[config.mk]
export PLATFORM = sky130hd
export DESIGN_NAME = inorder_preorder_tree_rebuild_top
export DESIGN_NICKNAME = d
export VERILOG_FILES = /design/src/rtl/iptr_pkg.sv /design/src/rtl/iptr_left_bits.sv /design/src/rtl/iptr_stack.sv /design/src/rtl/inorder_preorder_tree_rebuild_top.sv
export SDC_FILE = /design/constraint.sdc
export NUM_CORES = 1
export LEC_CHECK = 0
export BUFFER_PORTS_ARGS = -buffer_cell sky130_fd_sc_hd__buf_2
export CAP_MARGIN = 10
export CORE_MARGIN = 1.5
export CORE_UTILIZATION = 45
export CTS_BUF_LIST = sky130_fd_sc_hd__clkbuf_2
export DETAILED_ROUTE_END_ITERATION = 8
export PLACE_DENSITY_LB_ADDON = 0.12
export REMOVE_ABC_BUFFERS = 1
export SYNTH_ARGS = -nofsm -noshare
export SYNTH_HDL_FRONTEND = slang
export SYNTH_SLANG_ARGS = --single-unit
[constraint.sdc]
create_clock -name clk -period 31.1 [get_ports clk]
set_input_delay 6.22 -clock clk [delete_from_list [all_inputs] [get_ports clk]]
set_output_delay 6.22 -clock clk [all_outputs]
set_load 0.02 [all_outputs]
[src/rtl/iptr_pkg.sv]
`default_nettype none
package iptr_pkg;

  localparam int LABEL_W = 7;
  localparam int LABEL_N = 1 << LABEL_W;
  localparam int MAX_NODES_DEF = 128;

  // tdata widths rounded up to whole bytes
  localparam int S_DATA_W = 8;
  localparam int M_DATA_W = 16;

  // update request for the has-left-child bits
  typedef struct packed {
    logic               clear;
    logic               set;
    logic [LABEL_W-1:0] idx;
  } lb_ctrl_t;

endpackage
`default_nettype wire

[src/rtl/iptr_left_bits.sv]
`default_nettype none
module iptr_left_bits (
  input  wire logic                        clk,
  input  wire logic                        rst,
  input  wire iptr_pkg::lb_ctrl_t          ctrl,
  input  wire logic [iptr_pkg::LABEL_W-1:0] label,
  output logic                             succ_has_left
);

  logic [iptr_pkg::LABEL_N-1:0] bits;
  logic [iptr_pkg::LABEL_W-1:0] succ;
  logic                         succ_in_range;

  assign succ          = label + iptr_pkg::LABEL_W'(1);
  assign succ_in_range = (label != iptr_pkg::LABEL_W'(iptr_pkg::LABEL_N - 1));

  // a mark made by the same transaction counts already
  assign succ_has_left = succ_in_range &&
                         (bits[succ] || (ctrl.set && ctrl.idx == succ));

  always_ff @(posedge clk) begin
    if (rst) begin
      bits <= '0;
    end else if (ctrl.clear) begin
      bits <= '0;
    end else if (ctrl.set) begin
      bits[ctrl.idx] <= 1'b1;
    end
  end

endmodule
`default_nettype wire

[src/rtl/iptr_stack.sv]
`default_nettype none
module iptr_stack #(
  parameter int MAX_NODES = iptr_pkg::MAX_NODES_DEF
) (
  input  wire logic                               clk,
  input  wire logic                               rst,
  input  wire logic                               en,
  input  wire logic                               push,
  input  wire logic [$clog2(MAX_NODES)-1:0]       wr_addr,
  input  wire logic [iptr_pkg::LABEL_W-1:0]        wr_data,
  input  wire logic [$clog2(MAX_NODES)-1:0]       rd_addr,
  output logic      [iptr_pkg::LABEL_W-1:0]        top
);

  logic [iptr_pkg::LABEL_W-1:0] mem [MAX_NODES];
  logic [iptr_pkg::LABEL_W-1:0] rdata;
  logic                         byp;
  logic [iptr_pkg::LABEL_W-1:0] byp_data;

  always_ff @(posedge clk) begin
    if (en && push) begin
      mem[wr_addr] <= wr_data;
    end
  end

  // prefetch the entry that becomes the top after this transaction
  always_ff @(posedge clk) begin
    if (en) begin
      rdata <= mem[rd_addr];
    end
  end

  // a push lands on the new top: serve it from the bypass register
  always_ff @(posedge clk) begin
    if (rst) begin
      byp <= 1'b0;
    end else if (en) begin
      byp <= push;
    end
  end

  always_ff @(posedge clk) begin
    if (en && push) begin
      byp_data <= wr_data;
    end
  end

  assign top = byp ? byp_data : rdata;

endmodule
`default_nettype wire

[src/rtl/inorder_preorder_tree_rebuild_top.sv]
// Rebuilds a binary tree from labels given in preorder, each label being the
// node's inorder position. The first label of a sequence (after reset or after
// a label with tlast set) is the root and gives no output; every later label
// gives one graft: parent, child and side, or an error flag on stack underflow
// or overflow. Throughput is one label per clock cycle unless the output
// register is full and m_tready is low; a label passes the input register,
// then the result register. The label stack is a single-port-write memory
// with a registered read of the next top-of-stack, plus a bypass for the last
// push, so a pop never waits on the memory. The has-left-child bits are
// flip-flops and all clear at once when a root arrives.
`default_nettype none
module inorder_preorder_tree_rebuild_top #(
  parameter int MAX_NODES = iptr_pkg::MAX_NODES_DEF
) (
  input  wire logic                          clk,
  input  wire logic                          rst,
  input  wire logic                          s_tvalid,
  output logic                               s_tready,
  input  wire logic [iptr_pkg::S_DATA_W-1:0] s_tdata,  // [6:0] label
  input  wire logic                          s_tlast,  // is_last
  output logic                               m_tvalid,
  input  wire logic                          m_tready,
  output logic      [iptr_pkg::M_DATA_W-1:0] m_tdata,  // [6:0] parent, [13:7] child, [14] is_right
  output logic                               m_tuser,  // error
  output logic                               m_tlast   // seq_end
);

  localparam int ADDR_W = $clog2(MAX_NODES);
  localparam int CNT_W  = $clog2(MAX_NODES + 1);
  localparam int LW     = iptr_pkg::LABEL_W;

  // input register
  logic          in_valid;
  logic [LW-1:0] in_label;
  logic          in_last;

  // tree state
  logic [LW-1:0]    prev_label;
  logic             awaiting_root;
  logic [CNT_W-1:0] stack_count;

  // output register
  logic          out_valid;
  logic [LW-1:0] out_parent;
  logic [LW-1:0] out_child;
  logic          out_right;
  logic          out_error;
  logic          out_last;

  logic               advance;
  logic               go_left;
  logic               do_pop;
  logic               underflow;
  logic               overflow;
  logic               want_push;
  logic               do_push;
  logic               succ_has_left;
  logic               prev_in_range;
  logic               err;
  logic [CNT_W-1:0]   cnt_mid;
  logic [CNT_W-1:0]   stack_count_next;
  logic [CNT_W-1:0]   rd_cnt;
  logic [LW-1:0]      stack_top;
  logic [LW-1:0]      parent;
  iptr_pkg::lb_ctrl_t lb_ctrl;

  // a root needs no output slot
  assign advance  = in_valid && (awaiting_root || !out_valid || m_tready);
  assign s_tready = !in_valid || advance;

  assign go_left       = (prev_label > in_label);
  assign do_pop        = !go_left && (stack_count != '0);
  assign underflow     = !go_left && (stack_count == '0);
  assign cnt_mid       = stack_count - CNT_W'(do_pop);
  assign prev_in_range = (32'(prev_label) <= 32'(MAX_NODES));
  assign want_push     = !succ_has_left;
  assign overflow      = want_push && (cnt_mid >= CNT_W'(MAX_NODES));
  assign do_push       = awaiting_root || (want_push && !overflow);
  assign err           = underflow || overflow;
  assign parent        = go_left ? prev_label : stack_top;

  always_comb begin
    if (awaiting_root) begin
      stack_count_next = CNT_W'(1);
    end else begin
      stack_count_next = cnt_mid + CNT_W'(do_push);
    end
  end

  assign rd_cnt = stack_count_next - CNT_W'(1);

  always_comb begin
    lb_ctrl.clear = advance && awaiting_root;
    lb_ctrl.set   = advance && !awaiting_root && go_left && prev_in_range;
    lb_ctrl.idx   = prev_label;
  end

  iptr_left_bits u_left_bits (
    .clk           (clk),
    .rst           (rst),
    .ctrl          (lb_ctrl),
    .label         (in_label),
    .succ_has_left (succ_has_left)
  );

  iptr_stack #(
    .MAX_NODES (MAX_NODES)
  ) u_stack (
    .clk     (clk),
    .rst     (rst),
    .en      (advance),
    .push    (do_push),
    .wr_addr (awaiting_root ? ADDR_W'(0) : cnt_mid[ADDR_W-1:0]),
    .wr_data (in_label),
    .rd_addr (rd_cnt[ADDR_W-1:0]),
    .top     (stack_top)
  );

  always_ff @(posedge clk) begin
    if (rst) begin
      in_valid <= 1'b0;
    end else if (s_tready) begin
      in_valid <= s_tvalid;
    end
  end

  always_ff @(posedge clk) begin
    if (s_tready && s_tvalid) begin
      in_label <= s_tdata[LW-1:0];
      in_last  <= s_tlast;
    end
  end

  always_ff @(posedge clk) begin
    if (rst) begin
      prev_label    <= '0;
      awaiting_root <= 1'b1;
      stack_count   <= '0;
    end else if (advance) begin
      prev_label    <= in_label;
      awaiting_root <= in_last;
      stack_count   <= stack_count_next;
    end
  end

  always_ff @(posedge clk) begin
    if (rst) begin
      out_valid <= 1'b0;
    end else if (advance && !awaiting_root) begin
      out_valid <= 1'b1;
    end else if (m_tready) begin
      out_valid <= 1'b0;
    end
  end

  // zero the graft fields on error
  always_ff @(posedge clk) begin
    if (advance && !awaiting_root) begin
      out_parent <= err ? '0 : parent;
      out_child  <= err ? '0 : in_label;
      out_right  <= !err && !go_left;
      out_error  <= err;
      out_last   <= in_last;
    end
  end

  assign m_tvalid = out_valid;
  assign m_tdata  = {1'b0, out_right, out_child, out_parent};
  assign m_tuser  = out_error;
  assign m_tlast  = out_last;

endmodule
`default_nettype wire

=== Word level (Yosys, flattened, before mapping) ===
Memory sizes are Yosys's and may differ from the RTL's. A register that Yosys moved wholly into a read port is not among the register bits.
Index checks and enable logic that the tools add are counted.

* Register bits: 179
* Bits in latches: 0
* Bits in writable memories: 896
* Bits in read-only memories: 0
* Input bits: 13
* Output and inout port bits: 20
* Word-level logic and storage cells: 71
* Memories kept: 1

{| class="wikitable"
|+ Memory list
! name !! depth !! width !! rd ports !! clocked after Yosys merged registers in !! wr ports !! RTL line !! source
|-
| u_stack.mem || 128 || 7 || 1 || 1 || 1 || iptr_stack.sv:15 || <nowiki>logic [iptr_pkg::LABEL_W-1:0] mem [MAX_NODES];</nowiki>
|}

* Add/subtract/negate cells: 4
* Multipliers: 0
* Div/mod/pow operators: 0
* Magnitude comparators: 5
* Eq/ne operators: 2
* Shift operators: 0
* Muxes and demuxes: 12
* Bitwise operators: 1
* Reductions and logical operators: 31

{| class="wikitable"
|+ Operators by type and width
! kind !! count
|-
| bitwise OR 128 bit || 1
|-
| 2-to-1 mux 7 bit || 3
|-
| < comparator 7 x 8 -> 1 bit, second input constant || 2
|-
| logical AND 1 bit || 14
|-
| adder 8 x 1 -> 8 bit || 1
|-
| >= comparator 8 bit, second input constant || 1
|-
| zero test 8 bit || 1
|-
| 2-to-1 mux 8 bit || 1
|-
| nonzero test 8 bit || 1
|-
| subtractor 8 x 1 -> 8 bit || 1
|-
| adder 7 x 1 -> 7 bit, second input constant || 1
|-
| binary-select mux 1 bit (select 7 bit) || 1
|-
| demux 1 bit (select 7 bit) || 1
|-
| equality test 7 bit || 1
|-
| >= comparator 7 x 1 -> 1 bit, second input constant || 1
|-
| greater-than comparator 7 bit || 1
|-
| zero test 1 bit || 7
|-
| inequality test 7 bit, second input constant || 1
|-
| subtractor 7 x 1 -> 7 bit, second input constant || 1
|-
| logical OR 1 bit || 6
|-
| 2-to-1 mux 1 bit || 6
|-
| nonzero test 2 bit || 1
|-
| OR reduction 2 bit || 1
|}

=== Longest topological paths before layout ===
Gate-level depths: netlist (run 1).

* Depth in word-level cells: 17
* Gate-level depth with buffers: 30

=== By module ===
From an unflattened synthesis (run 1), not the netlist that was laid out.

* Cells, all modules: 2288
* Area, all modules: 42927.4 sq um

{| class="wikitable"
|+ Modules (own cells, without submodules)
! module !! instances !! cells an instance !! area an instance (sq um) !! sequential area each (sq um)
|-
| iptr_stack || 1 || 1471 || 35188.7 || 27346.2
|-
| iptr_left_bits || 1 || 557 || 5296.3 || 2562.5
|-
| inorder_preorder_tree_rebuild_top || 1 || 260 || 2442.3 || 1111.1
|}

=== Least setup slack after synthesis (run 1) ===
No wires, ideal clock.

* Kind: input-to-output
* From: in m_tready
* To: out s_tready
* Arrival time: 6.697 ns
* Required time: 24.880 ns
* Slack: 18.183 ns
* Stages: 3
* Cells stage by stage: nand2b_1 > nor2_1 > inv_1

* Cells in the longest elaborated chain, start to end: 3

{| class="wikitable"
|+ Ends and longest elaborated chain
! item !! RTL line !! source
|-
| start: declaration || inorder_preorder_tree_rebuild_top.sv:22 || <nowiki>input wire logic m_tready,</nowiki>
|-
| logical OR 1 bit || inorder_preorder_tree_rebuild_top.sv:68 || <nowiki>assign advance = in_valid && (awaiting_root || !out_valid || m_tready);</nowiki>
|-
| logical AND 1 bit || inorder_preorder_tree_rebuild_top.sv:68 ||
|-
| logical OR 1 bit || inorder_preorder_tree_rebuild_top.sv:69 || <nowiki>assign s_tready = !in_valid || advance;</nowiki>
|-
| end: declaration || inorder_preorder_tree_rebuild_top.sv:18 || <nowiki>output logic s_tready,</nowiki>
|}

No other way between the ends.

=== Worst setup path after layout (run 1) ===
Ends and elaborated chain as after synthesis.

==> results of run 1 <==
metal layers:
layer,routed length [um],GRT usage
met1,43900,0.285
met2,50500,0.341
met3,5010,0.0431
met4,2560,0.0809
met5,0,0
cells in the mapped netlist (13+ instances only):
library cell / count
dfxtp_1: 147
nor3_1: 145
mux4_2: 324
xnor2_1: 18
buf_1: 13
mux2i_1: 39
clkbuf_1: 100
nor2_1: 167
edfxtp_1: 935
buf_4: 13
nand2_1: 66
a21oi_1: 149
inv_1: 20
ha_1: 13
path summary, 6_finish.rpt:
kind | startpoint | endpoint | slack, ns | cells past startpoint
hold / removal | u_left_bits.bits[99]$_SDFFE_PP0P_ | u_left_bits.bits[99]$_SDFFE_PP0P_ | 0.47 | 2
setup / recovery | m_tready | s_tready | 17.95 | 5
hold reg to reg | u_left_bits.bits[99]$_SDFFE_PP0P_ | u_left_bits.bits[99]$_SDFFE_PP0P_ | 0.47 | 2
setup reg to reg | in_label[5]$_DFFE_PP_ | u_stack.rdata[6]$_DFFE_PP_ | 20.50 | 27
metrics by stage:
| stage | TNS [ns] | util | hold slack (ns) |
|---|---|---|---|
| 2_1_floorplan | -1.63 | - | 0.427 |
| 3_3_place_gp | 0 | 0.471 | 0.442 |
| 3_5_place_dp | 0 | 0.471 | 0.449 |
| 4_1_cts | 0 | 0.495 | 0.476 |
| 5_1_grt | 0 | 0.497 | 0.492 |
| 6_report | 0 | 0.497 | 0.473 |
flip-flops by register name, summed over array words and instances (netlist names):
| register | count |
|---|---|
| u_stack.mem | 896 |
| u_left_bits.bits | 128 |
| stack_count | 8 |
| in_label | 7 |
| out_child | 7 |
| out_parent | 7 |
| prev_label | 7 |
| u_stack.byp_data | 7 |
| u_stack.rdata | 7 |
| awaiting_root | 1 |
| in_last | 1 |
| in_valid | 1 |
| m_tlast | 1 |
| m_tuser | 1 |
| m_tvalid | 1 |
| out_right | 1 |
| u_stack.byp | 1 |
cell families after synthesis:
kind of cell	count (synthesis)
flip-flops	1082
adder cells (fa/ha/maj)	13
other	1
buffers and inverters	162
AO/OA/AOI/OAI	184
XOR/XNOR	30
AND/OR/NAND/NOR	450
multiplexers	373
power groups by stage:
stage	registers, mW	clock network, mW	logic, mW
2_1_floorplan	1.63	0	0.122
3_3_place_gp	1.61	0	0.169
3_5_place_dp	1.62	0	0.172
4_1_cts	1.58	0.933	0.173
5_1_grt	1.58	1.01	0.181
6_report	1.58	0.898	0.170
layout make-up:
type,instances,share of cell area
sequential,1082,0.657
clock inverter,47,0.00408
inverter,21,0.00167
tap,1265,0.0335
antenna,8,0.000424
clock buffer,413,0.0438
multi-input combinational,1051,0.244
timing repair buffer,109,0.0153
worst max-delay path, delay by kind of cell:
kind                   cells  cell delay (ns)
AND/OR/NAND/NOR            2             0.41
buffers and inverters      3             0.29
==> impl_results.md, run 1 <==
* Compound-gate portion of the synthesized area at 0.0236
* Share of cell area taken by muxes after synthesis at 0.181
* Average routed wire per standard cell at 25.5 um
* Final nets at 2583
* CTS clk-pin slew, worst paths at 0.08 ns
* Worst path setup slack after routing at 17.95 ns
* Total of warnings raised by yosys at 0
* Run status: finished clean
* Synthesized-area fraction occupied by and/or/nand/nor cells at 0.0485
* Leftover overflow at the end of global routing at 0
* Crit path max-delay cell type: nor2_1
* Starting Density at 0.454
* Max-cap violations at 0
* Fillers at 8065
* I/O pin cnt at 33
* Total clock buffers created by CTS at 292
* Maximum operating frequency at 76.1 MHz
* Seq pwr share at 0.597
* Max transition margin at 0.133
* Measured slew at the worst slew-check pin at 1.29 ns
* Xor/xnor share of the synthesized area at 0.00645
* Placed cell area at 44700 um^2
* Portion of the post-synthesis area used by sequential elements at 0.720
* Switching part of the total power at 0.248
* Post-synthesis async set-or-reset flop share at 0
* Dpl hpwl at 58400 um
* Synthesized instance count at 2295
* Final Hold Viols at 0
* Buffer levels on the longest clock path at 4
* Post-Syn Area at 43100 um^2
* Flip-flop and latch count after synthesis at 1082
* Worst Setup End Kind: output pin
* Number of DRC violations after detailed-routing iteration 0 at 1779
* Die Footprint at 97600 um^2
* Highest cell delay on the worst timing path at 0.21 ns
* First-pass GRT wire length at 152000 um
* Area taken by multi-input logic gates at 11500 um^2
* Synthesized area per cell at 18.8 um^2
* Worst endpoint data arrival time at 6.93 ns
* Instance count after placement with tap cells included at 3495
* Number of clock sinks at 1082
* Final standard cell count with taps included and fillers excluded at 3996
* Number of global-route vias before repair at 23876
* Synthesized-area fraction occupied by adder cells at 0.00378
* Unrepaired setup endpoints after global routing: no
* Horiz. Die Dim at 312 um
* Dominant combinational cell family by area after synthesis: multiplexers
* Design Area, Final at 47200 um^2
* Area growth syn-to-layout at 9.54%
* Total via count after detailed routing at 22754
* Final WL at 102000 um
* Worst Clk Skew at 0.150 ns
* Port Buffer Count at 30
* Clock root buffer: clkbuf_2
* Commonest non-fill, non-tap cell in the layout: edfxtp_1
* Count of final setup violators at 0
* Depth of the CTS H-tree at 5
* Final-report max-slew violation count at 0
* Vias per std cell at 5.69
* IR Drop Worst-Case VDD at 0.0000312 V
* Number of gates given a new drive strength after cts at 0
* Row Count at 113
* Comb pwr share at 0.064
* Fin crit share at 0.423
* Worst Setup Path Type: input pin to output pin
* Ratio of cells with drive above 1 in the final layout at 0.331
* Ys flop type: edfxtp_1
* Startpoint type of the worst setup path: input pin
* Core ar. at 94900 um^2
* Min cycle time layout at 13.15 ns
* CP cell instances: buf_2, nand2b_1, nor2_1, inv_1, buf_2
* Min-delay worst type: flop to flop
* Clock tree from TritonCTS: done
* Leading cell types in the layout, fill and taps excluded: edfxtp_1, clkbuf_2, mux4_2
* Pre-CTS worst setup slack at 16.77 ns
* GPL Wtd Cong at 0.785
* Initial antenna violation count at 3
* DRC violation count after routing at 0
* Largest net degree at the start of global routing at 162
* Overall Power at 2.65 mW
* Clk pwr share at 0.339
* Maximum fanout along the worst path at 5
* Synth top area cells: edfxtp_1, mux4_2, dfxtp_1
* Share of Yosys cell area claimed by the top area cell type at 0.652
* Net switching power at 0.658 mW
* Number of detailed-route iterations in the first pass at 6
* Lkg Pwr at 15.2 nW
* Post-synth EDFFs at 935
* Hold buffer count at cts at 0
* Crit path required time at 24.88 ns
* GRT Overall Usage at 0.212
* Sequential cell area at 31000 um^2
* Internal Pwr Total at 1.99 mW
* Floorplan die height at 312 um
* Power Dens Cells at 56.1 nW/um^2
* Synth area leader: edfxtp_1
* Setup fix buffers added after clock tree synthesis at 0
* Later-pin clock latency in the skew report at 1.55 ns
* Cell type with the highest occurrence count on the critical path: buf_2
* Count of distinct cell types in the synthesized netlist at 59
* Number of nets with antenna violations after detailed routing at 0
Note: power is estimated with default switching activity, not from simulation.
==> inputs of run 2 (changes only) <==
- clock period: 31.1 -> 12.9 ns (I/O delays scaled with it)
==> run 2 against run 1 <==
Effect of this change:
- critical path depth is 21 higher
- setup slack worse by 14 ns
- combinational power is 140% higher
- wire length is 0.22% higher
- via count is 0.18% lower
- cell count hardly changed
- non-clock buffer count is 4 lower
- clock skew is 0.032 ns higher
- largest cell class unchanged
- register-to-register slack worse by 17 ns
- sequential power is 140% higher
==> impl_results.md, run 2 (synthesized netlist as in run 1, its figures left out) <==
* I/O pin cnt at 33 (unchanged)
* Final Hold Viols at 0 (unchanged)
* Buffer levels on the longest clock path at 4 (unchanged)
* Number of detailed-route iterations in the first pass at 5 (-1)
* Horiz. Die Dim at 312 um (unchanged)
* Reg with most FFs: u_stack.mem
* Registers with the most flip-flops: u_stack.mem: 896 flops, u_left_bits.bits: 128 flops, stack_count: 8 flops
* Cell type with the highest occurrence count on the critical path: buf_4
* Starting Density at 0.454 (unchanged)
* Worst endpoint data arrival time at 10.52 ns (+3.59 ns)
* Core ar. at 94900 um^2 (unchanged)
* Final WL at 102000 um (+0.22%)
* Ratio of cells with drive above 1 in the final layout at 0.335 (+0.00428)
* Net switching power at 1.59 mW (+140%)
* Switching part of the total power at 0.246 (-0.00281)
* Sequential cell area at 31000 um^2 (unchanged)
* Area taken by multi-input logic gates at 11500 um^2 (unchanged)
* Maximum operating frequency at 106 MHz
* Buffer and inverter count on the worst path at 9 (+6)
* Port Buffer Count at 30 (unchanged)
* Dpl hpwl at 58100 um (-0.55%)
* Clock root buffer: clkbuf_2
* First-pass GRT wire length at 153000 um (+0.59%)
* Fin crit share at 0.728
* Initial antenna violation count at 3 (unchanged)
* Number of clock sinks at 1082 (unchanged)
* Die Footprint at 97600 um^2 (unchanged)
* Internal Pwr Total at 4.87 mW (+140%)
* Floorplan die height at 312 um (unchanged)
* Number of DRC violations after detailed-routing iteration 0 at 2035 (+14%)
* Leftover overflow at the end of global routing at 0 (unchanged)
* Worst Setup End Kind: flop
* Highest cell delay on the worst timing path at 0.82 ns (+0.61 ns)
* Overall Power at 6.46 mW (+140%)
* Clk pwr share at 0.346 (+0.007)
* Run status: finished clean
* Placed cell area at 44700 um^2 (about the same)
* Worst Clk Skew at 0.182 ns (+0.0323 ns)
* Category of cells accounting for the largest share of critical-path delay: buffers and inverters
* Total clock buffers created by CTS at 295 (+1.0%)
* IR Drop Worst-Case VDD at 0.0000802 V (+160%)
* Later-pin clock latency in the skew report at 1.53 ns (-0.02 ns)
* Maximum fanout along the worst path at 67 (+62)
* Max-cap violations at 0 (unchanged)
* Crit path required time at 14.03 ns (-10.85 ns)
* Worst Setup Path Type: flop to flop
* Startpoint type of the worst setup path: flop
* Vias per std cell at 5.69 (-0.11%)
* Lkg Pwr at 15.3 nW (+0.39%)
* Row Count at 113 (unchanged)
* Crit path max-delay cell type: buf_4
* Min cycle time layout at 9.39 ns
* Commonest non-fill, non-tap cell in the layout: edfxtp_1
* Leading cell types in the layout, fill and taps excluded: edfxtp_1, clkbuf_2, mux4_2
* Setup fix buffers added after clock tree synthesis at 0 (unchanged)
* Fillers at 8017 (-0.60%)
* Area growth syn-to-layout at 9.76%
* GPL Wtd Cong at 0.796 (+1.3%)
* DRC violation count after routing at 0 (unchanged)
* Total via count after detailed routing at 22713 (-0.18%)
* Final-report max-slew violation count at 0 (unchanged)
* Final nets at 2582 (-0.039%)
* Number of flip-flops under the largest register name at 896 (unchanged)
* Comb pwr share at 0.064 (about the same)
* Seq pwr share at 0.590 (-0.007)
* Max transition margin at 0.180 (+0.0470)
* Number of gates given a new drive strength after cts at 0 (unchanged)
* Depth of the CTS H-tree at 5 (unchanged)
* Min-delay worst type: flop to flop
* Hold buffer count at cts at 0 (unchanged)
* Average routed wire per standard cell at 25.6 um (+0.30%)
* Design Area, Final at 47300 um^2 (+0.20%)
* Summed negative setup slack over all endpoints at 0 ns (unchanged)
* Number of global-route vias before repair at 23735 (-0.59%)
* Measured slew at the worst slew-check pin at 1.22 ns (-0.0700 ns)
* Clock tree from TritonCTS: done
* GRT Overall Usage at 0.213 (+0.00182)
* CTS clk-pin slew, worst paths at 0.10 ns (+0.02 ns)
* Power Dens Cells at 137 nW/um^2 (+140%)
* Unrepaired setup endpoints after global routing: no
* Largest net degree at the start of global routing at 162 (unchanged)
* Number of nets with antenna violations after detailed routing at 0 (unchanged)
* Count of final setup violators at 0 (unchanged)
## run 2: changes by cell type in the layout (fill, tap and decap cells not counted), sizes merged, moves of 2 or more
cell    change
clkbuf     +20
bufinv      +2
buf         -4
clkinv     -11
diode       -4
inv         -5
## run 2: area by class of cell
class                           count  share of cell area
Antenna cell                        4            0.000212
Clock inverter                     32             0.00397
Sequential cell                  1082               0.656
Timing Repair Buffer              105              0.0155
Tap cell                         1265              0.0335
Multi-Input combinational cell   1051               0.243
Clock buffer                      433              0.0458
Inverter                           21             0.00167
## run 2: worst paths after layout
check	startpoint	endpoint	slack, ns	cells past startpoint
max	in_label[5]$_DFFE_PP_	u_stack.rdata[2]$_DFFE_PP_	3.51	26
min	u_left_bits.bits[87]$_SDFFE_PP0P_	u_left_bits.bits[87]$_SDFFE_PP0P_	0.47	2
max reg2reg	in_label[5]$_DFFE_PP_	u_stack.rdata[2]$_DFFE_PP_	3.51	26
min reg2reg	u_left_bits.bits[87]$_SDFFE_PP0P_	u_left_bits.bits[87]$_SDFFE_PP0P_	0.47	2
## run 2: metal layers
metal	global-route usage	wire length [um]
met1	0.294	43600
met2	0.335	49600
met3	0.0433	6100
met4	0.0867	2860
met5	0	0
## run 2: worst register-to-register path, delay by kind of cell, from the launching register on
family | cells | cell delay, ns
adder cells (fa/ha/maj) | 3 | 1.01
multiplexers | 4 | 2.10
AO/OA/AOI/OAI | 4 | 0.72
XOR/XNOR | 1 | 0.25
AND/OR/NAND/NOR | 5 | 1.34
flip-flops | 1 | 0.35
buffers and inverters | 9 | 3.36
## run 2: per-stage QoR
stage	hold WS [ns]	setup WS [ns]	utilization	std cells
after floorplan	0.427	-16.84	-	2154
after global placement	0.442	3.37	0.471	3492
after detailed placement	0.452	3.36	0.471	3495
after CTS	0.475	3.28	0.496	3960
after global routing	0.497	2.65	0.498	3993
final	0.474	3.51	0.498	3993
## run 2: power groups by stage
stage | Combinational, mW | Sequential [mW] | Clock [mW]
detailed placement | 0.417 | 3.89 | 0
finish | 0.412 | 3.81 | 2.24
floorplan | 0.294 | 3.92 | 0
CTS | 0.418 | 3.81 | 2.32
global placement | 0.409 | 3.89 | 0
global route | 0.441 | 3.81 | 2.49
